[src/hdl/psu_pkg.sv]
// ----------------------------------------------------------------------------
// PNG scanline unfilter - shared definitions
// Filter codes, control struct and default sizes used by the front end,
// the queue and the reconstruction back end.
// ----------------------------------------------------------------------------
package psu_pkg;

   localparam int PSU_MAX_ROW_BYTES   = 8192;
   localparam int PSU_MAX_PIXEL_BYTES = 8;
   localparam int PSU_QUEUE_DEPTH     = 2;

   // configuration register indexes
   localparam logic [3:0] CSR_BYTES_PER_PIXEL = 4'd0;
   localparam logic [3:0] CSR_ROW_BYTES       = 4'd1;

   localparam logic [3:0]  BPP_RESET       = 4'd4;
   localparam logic [13:0] ROW_BYTES_RESET = 14'd1024;

   typedef enum logic [2:0] {
      FILT_NONE  = 3'd0,
      FILT_SUB   = 3'd1,
      FILT_UP    = 3'd2,
      FILT_AVG   = 3'd3,
      FILT_PAETH = 3'd4,
      FILT_BAD   = 3'd5
   } psu_filt_type;

   // one data byte on its way from the front end to the back end
   typedef struct packed {
      logic [7:0]   data;
      psu_filt_type filt;
      logic         first_row;
      logic         row_start;
      logic         last;
   } psu_ctl_type;

endpackage

[src/hdl/psu_front.sv]
// ----------------------------------------------------------------------------
// PNG scanline unfilter - front end
// Takes the byte stream, consumes filter-type bytes, tracks the column and
// tags each data byte with its filter, row position and end of row.
// ----------------------------------------------------------------------------
module psu_front import psu_pkg::*; #(
   parameter int MAX_ROW_BYTES = PSU_MAX_ROW_BYTES,
   localparam int ADDR_W = $clog2(MAX_ROW_BYTES)
) (
   input  logic              clock,
   input  logic              reset,
   input  logic [13:0]       row_bytes,
   input  logic              in_accept,
   input  logic [7:0]        in_byte,
   input  logic              image_start,
   output logic              item_valid,
   output psu_ctl_type       item_ctl,
   output logic [ADDR_W-1:0] item_col
);

   localparam int CW = (ADDR_W + 1 > 14) ? ADDR_W + 1 : 14;

   logic              awaiting_ff, awaiting_in;
   logic              first_row_ff, first_row_in;
   logic [ADDR_W-1:0] col_ff, col_in;
   psu_filt_type      filt_ff, filt_in;

   logic          awaiting_eff;
   logic          first_eff;
   logic [CW-1:0] rb_ext;
   logic [CW-1:0] rb_eff;
   logic          last;

   assign awaiting_eff = image_start | awaiting_ff;
   assign first_eff    = image_start | first_row_ff;

   // clamp row length into 1..MAX_ROW_BYTES
   assign rb_ext = CW'(row_bytes);
   always_comb begin
      if (rb_ext == '0) begin
         rb_eff = CW'(1);
      end else if (rb_ext > CW'(MAX_ROW_BYTES)) begin
         rb_eff = CW'(MAX_ROW_BYTES);
      end else begin
         rb_eff = rb_ext;
      end
   end

   assign last = (CW'(col_ff) + CW'(1)) >= rb_eff;

   assign item_valid         = in_accept & ~awaiting_eff;
   assign item_ctl.data      = in_byte;
   assign item_ctl.filt      = filt_ff;
   assign item_ctl.first_row = first_row_ff;
   assign item_ctl.row_start = (col_ff == '0);
   assign item_ctl.last      = last;
   assign item_col           = col_ff;

   always_comb begin
      awaiting_in  = awaiting_ff;
      first_row_in = first_row_ff;
      col_in       = col_ff;
      filt_in      = filt_ff;
      if (in_accept) begin
         if (awaiting_eff) begin
            filt_in      = (in_byte > 8'(FILT_PAETH)) ? FILT_BAD
                                                      : psu_filt_type'(in_byte[2:0]);
            awaiting_in  = 1'b0;
            first_row_in = first_eff;
            col_in       = '0;
         end else if (last) begin
            col_in       = '0;
            awaiting_in  = 1'b1;
            first_row_in = 1'b0;
         end else begin
            col_in = col_ff + ADDR_W'(1);
         end
      end
   end

   always_ff @(posedge clock) begin
      if (reset) begin
         awaiting_ff  <= 1'b1;
         first_row_ff <= 1'b1;
         col_ff       <= '0;
         filt_ff      <= FILT_NONE;
      end else begin
         awaiting_ff  <= awaiting_in;
         first_row_ff <= first_row_in;
         col_ff       <= col_in;
         filt_ff      <= filt_in;
      end
   end

endmodule

[config.mk]
export PLATFORM = sky130hd
export DESIGN_NAME = psu_front
export DESIGN_NICKNAME = d
export VERILOG_FILES = /design/src/hdl/psu_pkg.sv /design/src/hdl/psu_front.sv
export SDC_FILE = /design/constraint.sdc
export NUM_CORES = 1
export LEC_CHECK = 0
export BUFFER_PORTS_ARGS = -buffer_cell sky130_fd_sc_hd__buf_2
export CAP_MARGIN = 20
export CORE_ASPECT_RATIO = 1.1
export CORE_MARGIN = 5
export CORE_UTILIZATION = 53
export DETAILED_ROUTE_END_ITERATION = 10
export PLACE_DENSITY_LB_ADDON = 0.05
export SETUP_SLACK_MARGIN = 0.4
export SLEW_MARGIN = 25
export SYNTH_ARGS = -nofsm -noshare
export SYNTH_HDL_FRONTEND = slang
export SYNTH_SLANG_ARGS = --single-unit
[constraint.sdc]
create_clock -name clock -period 4.5 [get_ports clock]
set_input_delay 0.225 -clock clock [delete_from_list [all_inputs] [get_ports clock]]
set_output_delay 0.225 -clock clock [all_outputs]
set_load 0.01 [all_outputs]
==> results.sh <==
export IMPL_start_kind="flop"
export IMPL_final_net_count=270
export IMPL_routed_wl_um=3630
export IMPL_dr_first_iter_drc_count=77
export IMPL_core_area_sq_um=2570
export IMPL_synth_top_area_frac=0.249
export IMPL_place_hpwl_um=3000
export IMPL_holdCritPathClass="in2reg"
export IMPL_worstMarginPinSlew_ps=557
export IMPL_synth_avg_cell_area_sq_um=7.62
export IMPL_fin_crit_ps=3640
export IMPL_synthCells=190
export IMPL_ys_types=38
export IMPL_max_slew_margin=0.625
export IMPL_h_tree_depth=1
export IMPL_ir_worst_vdd_mv=0.177
export IMPL_synth_seq_cells=18
export IMPL_place_area_sq_um=1630
export IMPL_port_buffers=53
export IMPL_post_cts_buffers=0
export IMPL_max_cap_viol_count=0
export IMPL_syn_nets=232
export IMPL_ys_async_sr_fraction=0
export IMPL_slew_viol_final=0
export IMPL_die_h_um=64.8
export IMPL_p_per_area_nw_per_um2=193
export IMPL_crit_required_ps=4280
export IMPL_rsz0062_at_grt="no"
export IMPL_synth_area_leaders="dfxtp_1 25%, ha_1 14%, nand2_1 8.0%"
export IMPL_grt_total_usage=0.189
export IMPL_postLayoutSetupSlackWorst_ps=855
export IMPL_synth_area_sq_um=1450
export IMPL_endpoint_kind="output port"
export IMPL_fmax_mhz=274
export IMPL_die_w_um=59.8
export IMPL_finalCritPeriodShare=0.810
export IMPL_setup_violations=0
export IMPL_start_util=0.564
export IMPL_rows=19
export IMPL_synthFlopType="dfxtp_1"
export IMPL_synth_largest_area_cell="dfxtp_1"
export IMPL_fin_setup_tns_ps=0
export IMPL_grt_max_degree=18
export IMPL_critPathKind="reg2out"
export IMPL_fillers=235
export IMPL_drive_above_1_share=0.278
export IMPL_clock_sinks=18
export IMPL_fin_skew_ps=12.6
export IMPL_arrival_ps=3420
export IMPL_clock_latency_ps=310
export IMPL_synth_common_cells="31 x nand2_1, 18 x dfxtp_1, 18 x nor2_1, 16 x ha_1"
export IMPL_grt_pass1_vias=1384
export IMPL_gr_total_overflow=0
export IMPL_drc_errors=0
export IMPL_routedWlPerCell_um=14.1
export IMPL_viasPerCell=5.70
export IMPL_place_gp_congestion=0.849
export IMPL_ctsHoldBuffers=0
export IMPL_io_pins=54
export IMPL_pre_cts_slack_ps=1100
export IMPL_synth_seq_area_share=0.249
export IMPL_postLayoutCellArea_sq_um=1660
export IMPL_numCtsBuffers=3
export IMPL_drtAntennaViolNets=0
export IMPL_yosysWarnings=0
export IMPL_cts_clk_slew_worst_paths_ps=120
export IMPL_first_pass_iters=4
export IMPL_cts_tree="done"
export IMPL_synth_edff_count=0
export IMPL_antenna_found_initial=0
export IMPL_clockRootBuffer="clkbuf_4"
export IMPL_die_area_sq_um=3880
export IMPL_synth_most_common_cell="nand2_1"
export IMPL_p_leak_nw=0.794
export IMPL_syn2layout_area_growth_pct=14.8
export IMPL_finalHoldViolCount=0
export IMPL_cts_resized=0
export IMPL_status="completed"
export IMPL_grt_first_pass_wirelength_um=5950
export IMPL_diodes=0
export IMPL_vias=1471
export IMPL_fin_util=0.647
export IMPL_cp_max_fo=9
export IMPL_cts_buffer_depth=2
## final timing paths
check | startpoint | endpoint | slack [ps] | depth (start not counted)
worst max-delay path | item_col[0] | item_ctl[0] | 860 | 13
worst min-delay path | image_start | first_row_ff | 190 | 2
worst max register to register | item_col[0] | item_col[2] | 990 | 14
worst min register to register | filt_ff[0] | filt_ff[0] | 490 | 2
## placed cells by master (no fill, tap or decap), drive strengths merged, types with 2 or more instances in the layout
| cell | synthesis | final |
|---|---|---|
| nor4 | 8 | 8 |
| inv | 8 | 8 |
| nor2 | 19 | 19 |
| a221o | 4 | 4 |
| or3 | 3 | 3 |
| ha | 16 | 16 |
| dfxtp | 18 | 18 |
| a22o | 3 | 3 |
| a21oi | 11 | 11 |
| xor2 | 3 | 3 |
| nor3 | 4 | 4 |
| xnor2 | 7 | 7 |
| o21ai | 2 | 2 |
| and3 | 2 | 2 |
| buf | 14 | 53 |
| nand3 | 9 | 9 |
| nand2b | 3 | 3 |
| nand4 | 5 | 5 |
| a32oi | 2 | 2 |
| nand2 | 31 | 31 |
| clkbuf | 6 | 4 |
| a21o | 2 | 2 |
## worst max-delay path: stages, from the launching register on
cell and delay, ps:
dfxtp_1 460, ha_1 250, nand2_1 60, or2_1 300, nor2_1 160, nand4_1 140
xnor2_1 260, ha_1 300, a21oi_1 170, nand2_1 70, a211oi_1 230, and3_1 410
inv_2 130, buf_2 160
## per-layer routing
metal | global-route usage | wire length [um]
met5 | 0 | 0
met2 | 0.315 | 1810
met3 | 0.0456 | 290
met1 | 0.252 | 1510
met4 | 0.0222 | 17
## area by class of cell
class / count / area [sq um] / area share
flip-flops and latches: 18 / 360 / 0.217
repair buffers: 53 / 265 / 0.160
multi-input cells: 144 / 931 / 0.560
inverters: 8 / 30.0 / 0.0181
well taps: 31 / 38.8 / 0.0233
clock buffers: 4 / 36.3 / 0.0218
## state kept, by name, indices dropped and copies added (netlist names)
| register | flops |
|---|---|
| awaiting_ff | 1 |
| filt_ff | 3 |
| first_row_ff | 1 |
| item_col | 13 |
## metrics by stage
step | instances | total power [mW] | hold slack (ps)
global placement | 254 | 0.218 | 460
detailed placement | 254 | 0.220 | 472
finish | 258 | 0.320 | 193
CTS | 258 | 0.322 | 190
global route | 258 | 0.335 | 204
floorplan | 190 | 0.200 | 365
## cells by family after synthesis
group           Yosys count  share of synthesized area
compound gates           30                      0.146
flops                    18                      0.249
simple gates             88                      0.298
fa+ha+maj                16                      0.138
xor+xnor                 10                     0.0605
buf+inv                  28                      0.108
## power by group
part           switching (mW)  leakage (nW)  internal [mW]  total [mW]
Combinational          0.0306         0.627         0.0219      0.0525
Clock                  0.0549        0.0210         0.0494       0.104
Sequential            0.00177         0.146          0.162       0.164
Total                  0.0872         0.794          0.233       0.320
No activity file was read; power rests on OpenSTA's default activity.
