==> src/hdl/psu_pkg.sv <==
// ----------------------------------------------------------------------------
// PNG scanline unfilter - shared definitions
// Filter codes, control struct and default sizes used by the front end,
// the queue and the reconstruction back end.
// ----------------------------------------------------------------------------
package psu_pkg;

   localparam int PSU_MAX_ROW_BYTES   = 8192;
   localparam int PSU_MAX_PIXEL_BYTES = 8;
   localparam int PSU_QUEUE_DEPTH     = 2;

   // configuration register indexes
   localparam logic [3:0] CSR_BYTES_PER_PIXEL = 4'd0;
   localparam logic [3:0] CSR_ROW_BYTES       = 4'd1;

   localparam logic [3:0]  BPP_RESET       = 4'd4;
   localparam logic [13:0] ROW_BYTES_RESET = 14'd1024;

   typedef enum logic [2:0] {
      FILT_NONE  = 3'd0,
      FILT_SUB   = 3'd1,
      FILT_UP    = 3'd2,
      FILT_AVG   = 3'd3,
      FILT_PAETH = 3'd4,
      FILT_BAD   = 3'd5
   } psu_filt_type;

   // one data byte on its way from the front end to the back end
   typedef struct packed {
      logic [7:0]   data;
      psu_filt_type filt;
      logic         first_row;
      logic         row_start;
      logic         last;
   } psu_ctl_type;

endpackage

==> src/hdl/psu_queue.sv <==
// ----------------------------------------------------------------------------
// PNG scanline unfilter - item queue
// Short first-in first-out buffer between front end and back end.
// ----------------------------------------------------------------------------
module psu_queue import psu_pkg::*; #(
   parameter int W = 8
) (
   input  logic         clock,
   input  logic         reset,
   input  logic         in_valid,
   output logic         in_ready,
   input  logic [W-1:0] in_data,
   output logic         out_valid,
   input  logic         out_ready,
   output logic [W-1:0] out_data
);

   localparam int PW = $clog2(PSU_QUEUE_DEPTH);
   localparam int CNTW = $clog2(PSU_QUEUE_DEPTH + 1);

   logic [W-1:0]    slot_ff [PSU_QUEUE_DEPTH];
   logic [PW-1:0]   wr_ptr_ff, wr_ptr_in;
   logic [PW-1:0]   rd_ptr_ff, rd_ptr_in;
   logic [CNTW-1:0] count_ff, count_in;
   logic            push, pop;

   assign in_ready  = count_ff != CNTW'(PSU_QUEUE_DEPTH);
   assign out_valid = count_ff != '0;
   assign out_data  = slot_ff[rd_ptr_ff];
   assign push      = in_valid & in_ready;
   assign pop       = out_valid & out_ready;

   always_comb begin
      wr_ptr_in = wr_ptr_ff;
      rd_ptr_in = rd_ptr_ff;
      count_in  = count_ff;
      if (push) begin
         wr_ptr_in = (wr_ptr_ff == PW'(PSU_QUEUE_DEPTH - 1)) ? '0 : wr_ptr_ff + PW'(1);
      end
      if (pop) begin
         rd_ptr_in = (rd_ptr_ff == PW'(PSU_QUEUE_DEPTH - 1)) ? '0 : rd_ptr_ff + PW'(1);
      end
      if (push && !pop) begin
         count_in = count_ff + CNTW'(1);
      end else if (pop && !push) begin
         count_in = count_ff - CNTW'(1);
      end
   end

   always_ff @(posedge clock) begin
      if (reset) begin
         wr_ptr_ff <= '0;
         rd_ptr_ff <= '0;
         count_ff  <= '0;
      end else begin
         wr_ptr_ff <= wr_ptr_in;
         rd_ptr_ff <= rd_ptr_in;
         count_ff  <= count_in;
      end
   end

   always_ff @(posedge clock) begin
      if (push) begin
         slot_ff[wr_ptr_ff] <= in_data;
      end
   end

endmodule

==> config.mk <==
export PLATFORM = sky130hd
export DESIGN_NAME = psu_queue
export DESIGN_NICKNAME = d
export VERILOG_FILES = /design/src/hdl/psu_pkg.sv /design/src/hdl/psu_queue.sv
export SDC_FILE = /design/constraint.sdc
export NUM_CORES = 1
export LEC_CHECK = 0
export ABC_AREA = 1
export ABC_CLOCK_PERIOD_IN_PS = 1730
export BUFFER_PORTS_ARGS = -buffer_cell sky130_fd_sc_hd__buf_2
export CORE_MARGIN = 4
export CORE_UTILIZATION = 46
export DETAILED_ROUTE_END_ITERATION = 10
export MAX_ROUTING_LAYER = met4
export PLACE_DENSITY = 0.8
export SYNTH_ARGS = -nofsm -noshare
export SYNTH_HDL_FRONTEND = slang
export SYNTH_SLANG_ARGS = --single-unit
==> constraint.sdc <==
create_clock -name clock -period 1.73 [get_ports clock]
set_input_delay 0.0865 -clock clock [delete_from_list [all_inputs] [get_ports clock]]
set_output_delay 0.0865 -clock clock [all_outputs]
set_load 0.02 [all_outputs]
==> results of run 1 <==
## layout by cell type, fill, tap and decap left out, types with 2 or more instances in the layout
master	n
edfxtp_1	16
mux2_2	8
dlygate4sd3_1	8
clkinv_2	2
clkbuf_4	3
a21oi_1	2
dfxtp_1	5
nor2_1	7
nand2_1	7
inv_1	6
buf_2	21
nand3_1	2
buf_4	2
## cells by family after synthesis
group / after synthesis
AOI/OAI and AO/OA: 4
adders and majority gates: 1
buffers and inverters: 9
DFF: 21
muxes: 8
and+or+nand+nor: 19
## per-stage QoR
stage | util | power [mW] | hold slack, ns | area [um^2] | setup WS [ns]
2_1_floorplan | - | 1.06 | 0.185 | 826 | 0.370
3_3_place_gp | 0.569 | 1.18 | 0.273 | 972 | 0.459
3_5_place_dp | 0.569 | 1.21 | 0.278 | 972 | 0.390
4_1_cts | 0.632 | 1.45 | 0.0692 | 1080 | 0.248
5_1_grt | 0.632 | 1.54 | 0.0767 | 1080 | 0.182
6_report | 0.632 | 1.43 | 0.0815 | 1080 | 0.263
## state kept, by name, indices dropped and copies added (netlist names), named ones only
signal / count
count_ff: 2
slot_ff: 16
rd_ptr_ff: 1
wr_ptr_ff: 1
## worst max-delay path, delay by kind of cell (launching register included)
family / cells / cell delay (ns)
buffers and inverters: 1 / 0.16
flip-flops: 1 / 0.54
multiplexers: 1 / 0.38
## report_power, final
group	internal, mW	switching (mW)
Combinational	0.205	0.301
Clock	0.0861	0.138
Sequential	0.643	0.0584
## layout make-up
type	count	area, um^2	share of cell area
clock buffers	3	22.5	0.0209
clock inverters	1	5.00	0.00463
inverters	8	31.3	0.0290
multi-input cells	32	209	0.194
flip-flops and latches	21	581	0.538
well taps	25	31.3	0.0290
repair buffers	31	200	0.185
## worst min path at each step
stage	from	end	slack, ns	cells past startpoint
after floorplan	in_data[0]	slot_ff[0][0]	0.19	0
after global placement	in_data[7]	slot_ff[0][7]	0.27	1
after detailed placement	in_data[7]	slot_ff[0][7]	0.28	1
after CTS	reset	count_ff[1]	0.07	4
after global routing	reset	count_ff[1]	0.08	4
final	reset	count_ff[1]	0.08	4
## metal layers
metal,GRT usage,vias up,routed length [um]
met3,0.0415,4,109
met4,0.0807,0,33
met5,-,-,0
li1,-,281,-
met2,0.226,19,781
met1,0.124,255,481
==> impl_results.md, run 1 <==
- CTS tree: built
- Core area: roughly 1700 um^2
- Max Cap Viol: 0
- Main area contributors after synthesis: edfxtp_1, dfxtp_1, mux2_2
- Worst skew pair latency: 0.30 ns
- H-Tree Level Count: 1
- Chip height: 50.4 um
- Hold-fix buffers at CTS: 8
- Worst EP required: 1.64 ns
- Synth top area share: 0.582
- Worst endpoint data arrival time: around 1.4 ns
- Max VDD drop: around 0.91 mV
- Reg-to-reg endpoint: count_ff[1]
- Wirelength per Cell: ~12 um
- Largest net degree at the start of global routing: 13
- Power density over the cells: 1330 nW/um^2
- Fraction of registers with async set/reset: 0
- Clk pin slew, worst setup/hold paths: about 0.10 ns
- Final setup violation count: 0
- Top cells by count, synth: edfxtp_1, mux2_2, nand2_1, nor2_1, inv_1
- Post-Synth Adder-Cell Area: 0.0152
- Simple-Gate Fraction of Synth Area: 0.105
- Die W: around 50 um
- CP startpoint kind: register
- Post CTS Setup Buffer Count: 0
- Critical Path Sink: out_data[0]
- Synthesis warning total: 0
- Vias in the first global route: 552
- Max incr delay on CP: 0.54 ns
- Drt initial violations: 3
- Slowest cell on the critical path: dfxtp_1
- Clock tree root driver cell: clkbuf_4
- Total number of vias: 559
- I/O pins: 22
- Worst Clk Skew: around 0.0069 ns
- Fmax: between 600 and 700 MHz
- Layout area overhead: 30.8%
- Synth Net Count: 75
- Post-synth top flop: edfxtp_1
- FF-to-FF path depth: 9
- DR vias/cell: around 4.6
- DP HPWL: 996 um
- Post-cts sizing count: 0
- Register bit total from synthesis: 21
- FP Rows: 15
- Worst-path fanout max: 8
- Ant diodes: 0
- Crit. End Element: output pin
- Post-synthesis cell area: just over 800 um^2
- EDFF count, synth: 16
- Hold crit path type: in2reg
- Initial core utilization: 0.484
- First-pass iteration count of the detailed router: 4
- Initial antenna violation count: 0
- Fin. max-slew vios: 0
- Distinct cell type count after synthesis: 17
- Die area: roughly 2500 um^2
- TritonCTS Sinks: 21
- Leak: approximately 0.45 nW
- Remaining Overflow, GRT: 0
- Final hold viol count: 0
- DRC errors left: 0
- Setup TNS: 0 ns
- Antenna viol nets, final: 0
- First-pass GRT wire length: about 2300 um
- Xor/xnor share of the synthesized area: 0
- Crit-path cells: mux2_2 > buf_2
- Flop-to-flop setup slack: between 0.3 and 0.4 ns
- Compound-cell area share of the yosys netlist: 0.0242
- Total GRT Usage: 0.130
- WS Path Type: reg2out
- Max transition margin: 0.765
- Placer Congestion: 0.762
- Synth Area per Inst: 13.3 um^2
- Most common cell in the netlist: edfxtp_1
- Tmin final: 1.47 ns
- Ratio of cells with drive above 1 in the final layout: 0.406
- Sequential share of the synthesized area: 0.703
- Final Cycle Share: 0.848
- CTS Buf Count: 3
- Placed cell count: approximately 110
- Mux contribution to synthesized area: 0.109
- Post-Route WL: about 1400 um
- CTS Buffer Depth: 2
- RSZ-0062 raised after global routing: no
- Status: complete, no violations
- Actual slew at the worst max-slew pin: 0.352 ns
- Yosys top cell by area: edfxtp_1
- Mapped Cells: 62
- Reg-to-reg startpoint: count_ff[0]
- Nets: 110
- Final std cells w/o fill: about 120
- Main combinational cell family by area after synthesis: multiplexers
- PortBufs: 21
- Filler Cells Inserted: 139
(Power assumes the default switching activity.)
==> run 2, diff against run 1 <==
Settings changed: ABC_CLOCK_PERIOD_IN_PS 1730 to 1400.
Clock period 1.73 ns to 1.4 ns, I/O delays scaled along.
==> run 2 against run 1 <==
Critical path depth rose by 8. Combinational power rose by 27%. First-iteration DRC count rose to 5.0 times the previous value. Wire length rose by 2.1%. Worst hold slack got worse by 0.026 ns. Cell count rose by 0.83%. Largest power group unchanged.
==> impl_results.md, run 2 (synthesis gave the netlist of run 1 again) <==
- CTS tree: built
- Worst Clk Skew: 0.00421 ns
- Final design utilization: 0.640
- CTS Buf Count: 3
- Actual slew at the worst max-slew pin: around 0.15 ns
- Most common cell after layout, fill and taps aside: buf_2
- Core area: roughly 1700 um^2
- Largest Register: slot_ff
- FP Rows: 15
- PortBufs: 21
- Max FFs per register: 16
- Switching Fraction: 0.340
- Comb pwr share: 0.360
- Final hold viol count: 0
- Max transition margin: 0.898
- Worst skew pair latency: 0.29 ns
- First-pass GRT wire length: between 2000 and 2500 um
- Die area: around 2500 um^2
- WS Path Type: reg2reg
- Max VDD drop: between 1 and 1.5 mV
- Total number of vias: around 550
- Largest net degree at the start of global routing: 12
- Ant diodes: 0
- Design area: around 1100 um^2
- Worst endpoint data arrival time: 1.53 ns
- TritonCTS Sinks: 21
- Final Cycle Share: 0.926
- Initial antenna violation count: 0
- Tmin final: 1.30 ns
- Nets: 111
- Worst EP required: between 1.5 and 2 ns
- Chip height: between 50 and 60 um
- Placer Congestion: about 0.67
- Ratio of cells with drive above 1 in the final layout: 0.433
- Max Cap Viol: 0
- Filler Cells Inserted: approximately 140
- Fin. max-slew vios: 0
- CP startpoint kind: register
- DP HPWL: between 900 and 1000 um
- Layout area overhead: 32.3%
- Hold crit path type: in2reg
- CTS Buffer Depth: 2
- Total GRT Usage: 0.131
- H-Tree Level Count: 1
- Fmax: ~770 MHz
- Worst hold margin: 0.0559 ns
- Die W: around 50 um
- Vias in the first global route: about 570
- First-pass iteration count of the detailed router: 4
- Internal cell power: ~1.2 mW
- Commonest non-fill, non-tap cells in the layout: buf_2, edfxtp_1, mux2_2, dlygate4sd3_1
- Leak: between 0.4 and 0.5 nW
- Wirelength per Cell: 11.8 um
- DRC errors left: 0
- Worst-path fanout max: 4
- Antenna viol nets, final: 0
- Clock power frac: 0.154
- Switching power: a little over 600 uW
- Crit. End Element: register
- Initial core utilization: 0.484
- Multi-input logic area: 209 um^2
- Register area: 587 um^2
- Seq pwr share: 0.487
- Clk pin slew, worst setup/hold paths: approximately 0.11 ns
- Final setup violation count: 0
- Biggest regs: slot_ff x16, count_ff x2
- I/O pins: 22
- Power density over the cells: around 1600 nW/um^2
- Status: complete, no violations
- Remaining Overflow, GRT: 0
- Post-Route WL: ~1400 um
- Clock tree root driver cell: clkbuf_4
- Setup TNS: 0 ns
- DR vias/cell: around 4.5
- Drt initial violations: 15
- DP Area: just under 1000 um^2
==> run 2: changes by cell type in the layout (fill, tap and decap cells not counted), sizes merged <==
cell / previous run / this run
clkbuf: 3 / 4
clkinv: 2 / 1
buf: 23 / 24
==> run 2: stage by stage <==
stage,power [mW],setup WS (ns),cells
5_1_grt,1.92,-0.000718,122
3_3_place_gp,1.46,0.162,109
6_report,1.79,0.104,122
4_1_cts,1.78,0.0562,121
2_1_floorplan,1.31,0.0398,62
3_5_place_dp,1.49,0.0765,109
==> run 2: repair_timing <==
| action | CTS | global route |
|---|---|---|
| hold buffers | 8 | 0 |
| setup endpoints to repair | 8 | 3 |
| buffers inserted | 0 | 1 |
| endpoints found under the hold margin | 16 | 0 |
| gates resized for setup | 1 | 3 |
==> run 2: final cells by class <==
type / count / area share
Tap cell: 25 / 0.0286
Timing Repair Buffer: 32 / 0.190
Sequential cell: 21 / 0.537
Clock buffer: 4 / 0.0241
Inverter: 8 / 0.0286
Multi-Input combinational cell: 32 / 0.191
==> run 2: power by group through the flow <==
stage	clock (mW)	sequential (mW)	combinational [mW]
6_report	0.276	0.874	0.645
5_1_grt	0.318	0.887	0.715
4_1_cts	0.284	0.870	0.630
3_5_place_dp	0	0.881	0.610
3_3_place_gp	0	0.875	0.590
2_1_floorplan	0	0.845	0.461
==> run 2: critical path: stages, from the launching register on <==
cell and delay (ns):
dfxtp_2 0.35, inv_2 0.07, nand2_2 0.07, nand2_4 0.07, clkinv_2 0.05, ha_1 0.26
inv_1 0.10, nand3_1 0.09, nand2_1 0.06, inv_1 0.03, nor2_1 0.08
==> run 2: routing by layer <==
metal  vias to the layer above  global-route usage  part of all wire  routed length, um
met5                         -                   -                 0                  0
met4                         0              0.0807             0.026                 37
met3                         5              0.0297             0.056                 80
met2                        18               0.226              0.50                718
met1                       245               0.135              0.42                598
li1                        281                   -                 -                  -
==> run 2: worst paths after layout <==
path	startpoint	end	slack, ns	cells past startpoint
worst max-delay path	count_ff[0]	count_ff[1]	0.10	10
worst min register to register	count_ff[0]	count_ff[0]	0.46	1
worst min-delay path	reset	count_ff[1]	0.06	4
worst max register to register	count_ff[0]	count_ff[1]	0.10	10
==> run 3, diff against run 2 <==
Settings changed: CTS_BUF_LIST from default to sky130_fd_sc_hd__clkbuf_4 sky130_fd_sc_hd__clkbuf_8.
==> run 3 against run 2 <==
Clock skew is essentially flat. Maximum frequency hardly changed. Sequential cell count unchanged. Count of clock-buffer cells in the layout is the same. Design area up 0.34%. Die area unchanged. Power up 1.1%. Worst setup slack about the same. Via count stayed put. Register-to-register slack is essentially flat. Sequential power hardly changed. Cell count unchanged.
==> impl_results.md, run 3 (synthesis gave the netlist of run 1 again) <==
- Status: complete, no violations
- Hold path start: reset
- Setup TNS: 0 ns
- Wirelength per Cell: ~12 um
- Worst endpoint data arrival time: approximately 1.5 ns
- CP startpoint kind: register
- Crit path max-delay family: simple AND/OR/NAND/NOR gates
- Reg-to-reg endpoint: count_ff[1]
- H-Tree Level Count: 1
- Placed cell count: between 100 and 150
- Nets: ~110
- Total number of vias: 549
- First-pass iteration count of the detailed router: 4
- Clk pin slew, worst setup/hold paths: approximately 0.11 ns
- Worst skew pair latency: ~0.29 ns
- Max VDD drop: between 1 and 1.5 mV
- Antenna viol nets, final: 0
- Most common cell after layout, fill and taps aside: buf_2
- Critical Path Sink: count_ff[1]
- Worst Clk Skew: roughly 0.0040 ns
- Max FFs per register: 16
- Remaining Overflow, GRT: 0
- Fmax: 772 MHz
- Total GRT Usage: 0.131
- Initial antenna violation count: 0
- Max incr delay on CP: 0.35 ns
- Crit path buf inv count: 4
- I/O pins: 22
- Drt initial violations: 15
- WS Path Type: reg2reg
- First-pass GRT wire length: 2330 um
- Critical path depth in cells: 10
- FF-to-FF path depth: 10
- Chip height: a little over 50 um
- Worst-path fanout max: 4
- DP HPWL: slightly below 1000 um
- Reg-to-reg startpoint: count_ff[0]
- Final std cells w/o fill: about 120
- Worst Setup SP: count_ff[0]
- Ant diodes: 0
- Clock tree root driver cell: clkbuf_4
- Largest Register: slot_ff
- Actual slew at the worst max-slew pin: about 0.15 ns
- Hold crit path type: in2reg
- FP Rows: 15
- Crit-path cells: inv_2 > nand2_2 > nand2_4 > clkinv_2 > ha_1 > inv_1 > nand3_1 > nand2_1 > inv_1 > nor2_1
- Vias in the first global route: around 570
- Commonest non-fill, non-tap cells in the layout: buf_2, edfxtp_1, mux2_2, dlygate4sd3_1
- CTS Buf Count: 3
- Final hold viol count: 0
- PortBufs: 21
- Post-Route WL: 1440 um
- CTS Buffer Depth: 2
- Crit. End Element: register
- Filler Cells Inserted: 139
- Leak: between 0.4 and 0.5 nW
- Biggest regs: slot_ff x16, count_ff x2
- Initial core utilization: 0.484
- Power density over the cells: 1660 nW/um^2
- Layout area overhead: 32.7%
- DR vias/cell: 4.50
- Final setup violation count: 0
- Fin. max-slew vios: 0
- Max Cap Viol: 0
- Core area: around 1700 um^2
- Tmin final: approximately 1.3 ns
- Worst path most repeated cell: inv_1
- Worst hold margin: ~0.056 ns
- Flop-to-flop setup slack: about 0.10 ns
- Ratio of cells with drive above 1 in the final layout: 0.443
- TritonCTS Sinks: 21
- CTS tree: built
- DRC errors left: 0
- Final Cycle Share: 0.926
- Largest net degree at the start of global routing: 12
- Slowest cell on the critical path: dfxtp_2
- Tot Pwr: 1.81 mW
- Max transition margin: 0.898
- Worst EP required: 1.63 ns
- Die area: roughly 2500 um^2
- Placer Congestion: 0.665
- Die W: roughly 50 um
[run 3: layout make-up]
type / instances / area (um^2) / share of cell area
flip-flops and latches: 21 / 587 / 0.535
multi-input cells: 32 / 209 / 0.191
repair buffers: 32 / 208 / 0.189
inverters: 8 / 31.3 / 0.0285
well taps: 25 / 31.3 / 0.0285
clock buffers: 4 / 30.0 / 0.0274
[run 3: routing by layer]
metal / global-route usage / part of all wire
met4: 0.0807 / 0.026
met1: 0.135 / 0.42
met2: 0.226 / 0.50
met5: - / 0
met3: 0.0297 / 0.056
[run 3: timing repair]
item | in CTS | in global routing
endpoints found under the hold margin | 16 | 0
setup endpoints to repair | 8 | 3
buffers inserted | 0 | 1
pin swaps | 0 | 0
hold buffers | 8 | 0
gates resized for setup | 1 | 3
[run 3: tightest hold or removal path, stage by stage]
cell and delay [ns]:
buf_2 0.07, inv_1 0.07, nand2_1 0.08, nor2_1 0.03
[run 3: per-stage QoR]
step | util | cell area, um^2 | setup slack, ns
floorplan | - | 826 | 0.0398
global placement | 0.569 | 972 | 0.162
detailed placement | 0.569 | 972 | 0.0765
CTS | 0.634 | 1080 | 0.0562
global route | 0.642 | 1100 | -0.000718
finish | 0.642 | 1100 | 0.104
[run 3: report_power, final]
group          internal [mW]  total (mW)  switching (mW)
registers              0.806       0.874          0.0683
clock network          0.130       0.295           0.165
logic                  0.267       0.645           0.378
[run 3: worst min-delay path by stage]
stage	end	cells past startpoint	slack [ns]
2_1_floorplan	slot_ff[0][0]	0	0.17
3_3_place_gp	slot_ff[0][4]	1	0.26
3_5_place_dp	slot_ff[0][0]	1	0.26
4_1_cts	count_ff[1]	4	0.07
5_1_grt	count_ff[1]	4	0.05
6_report	count_ff[1]	4	0.06
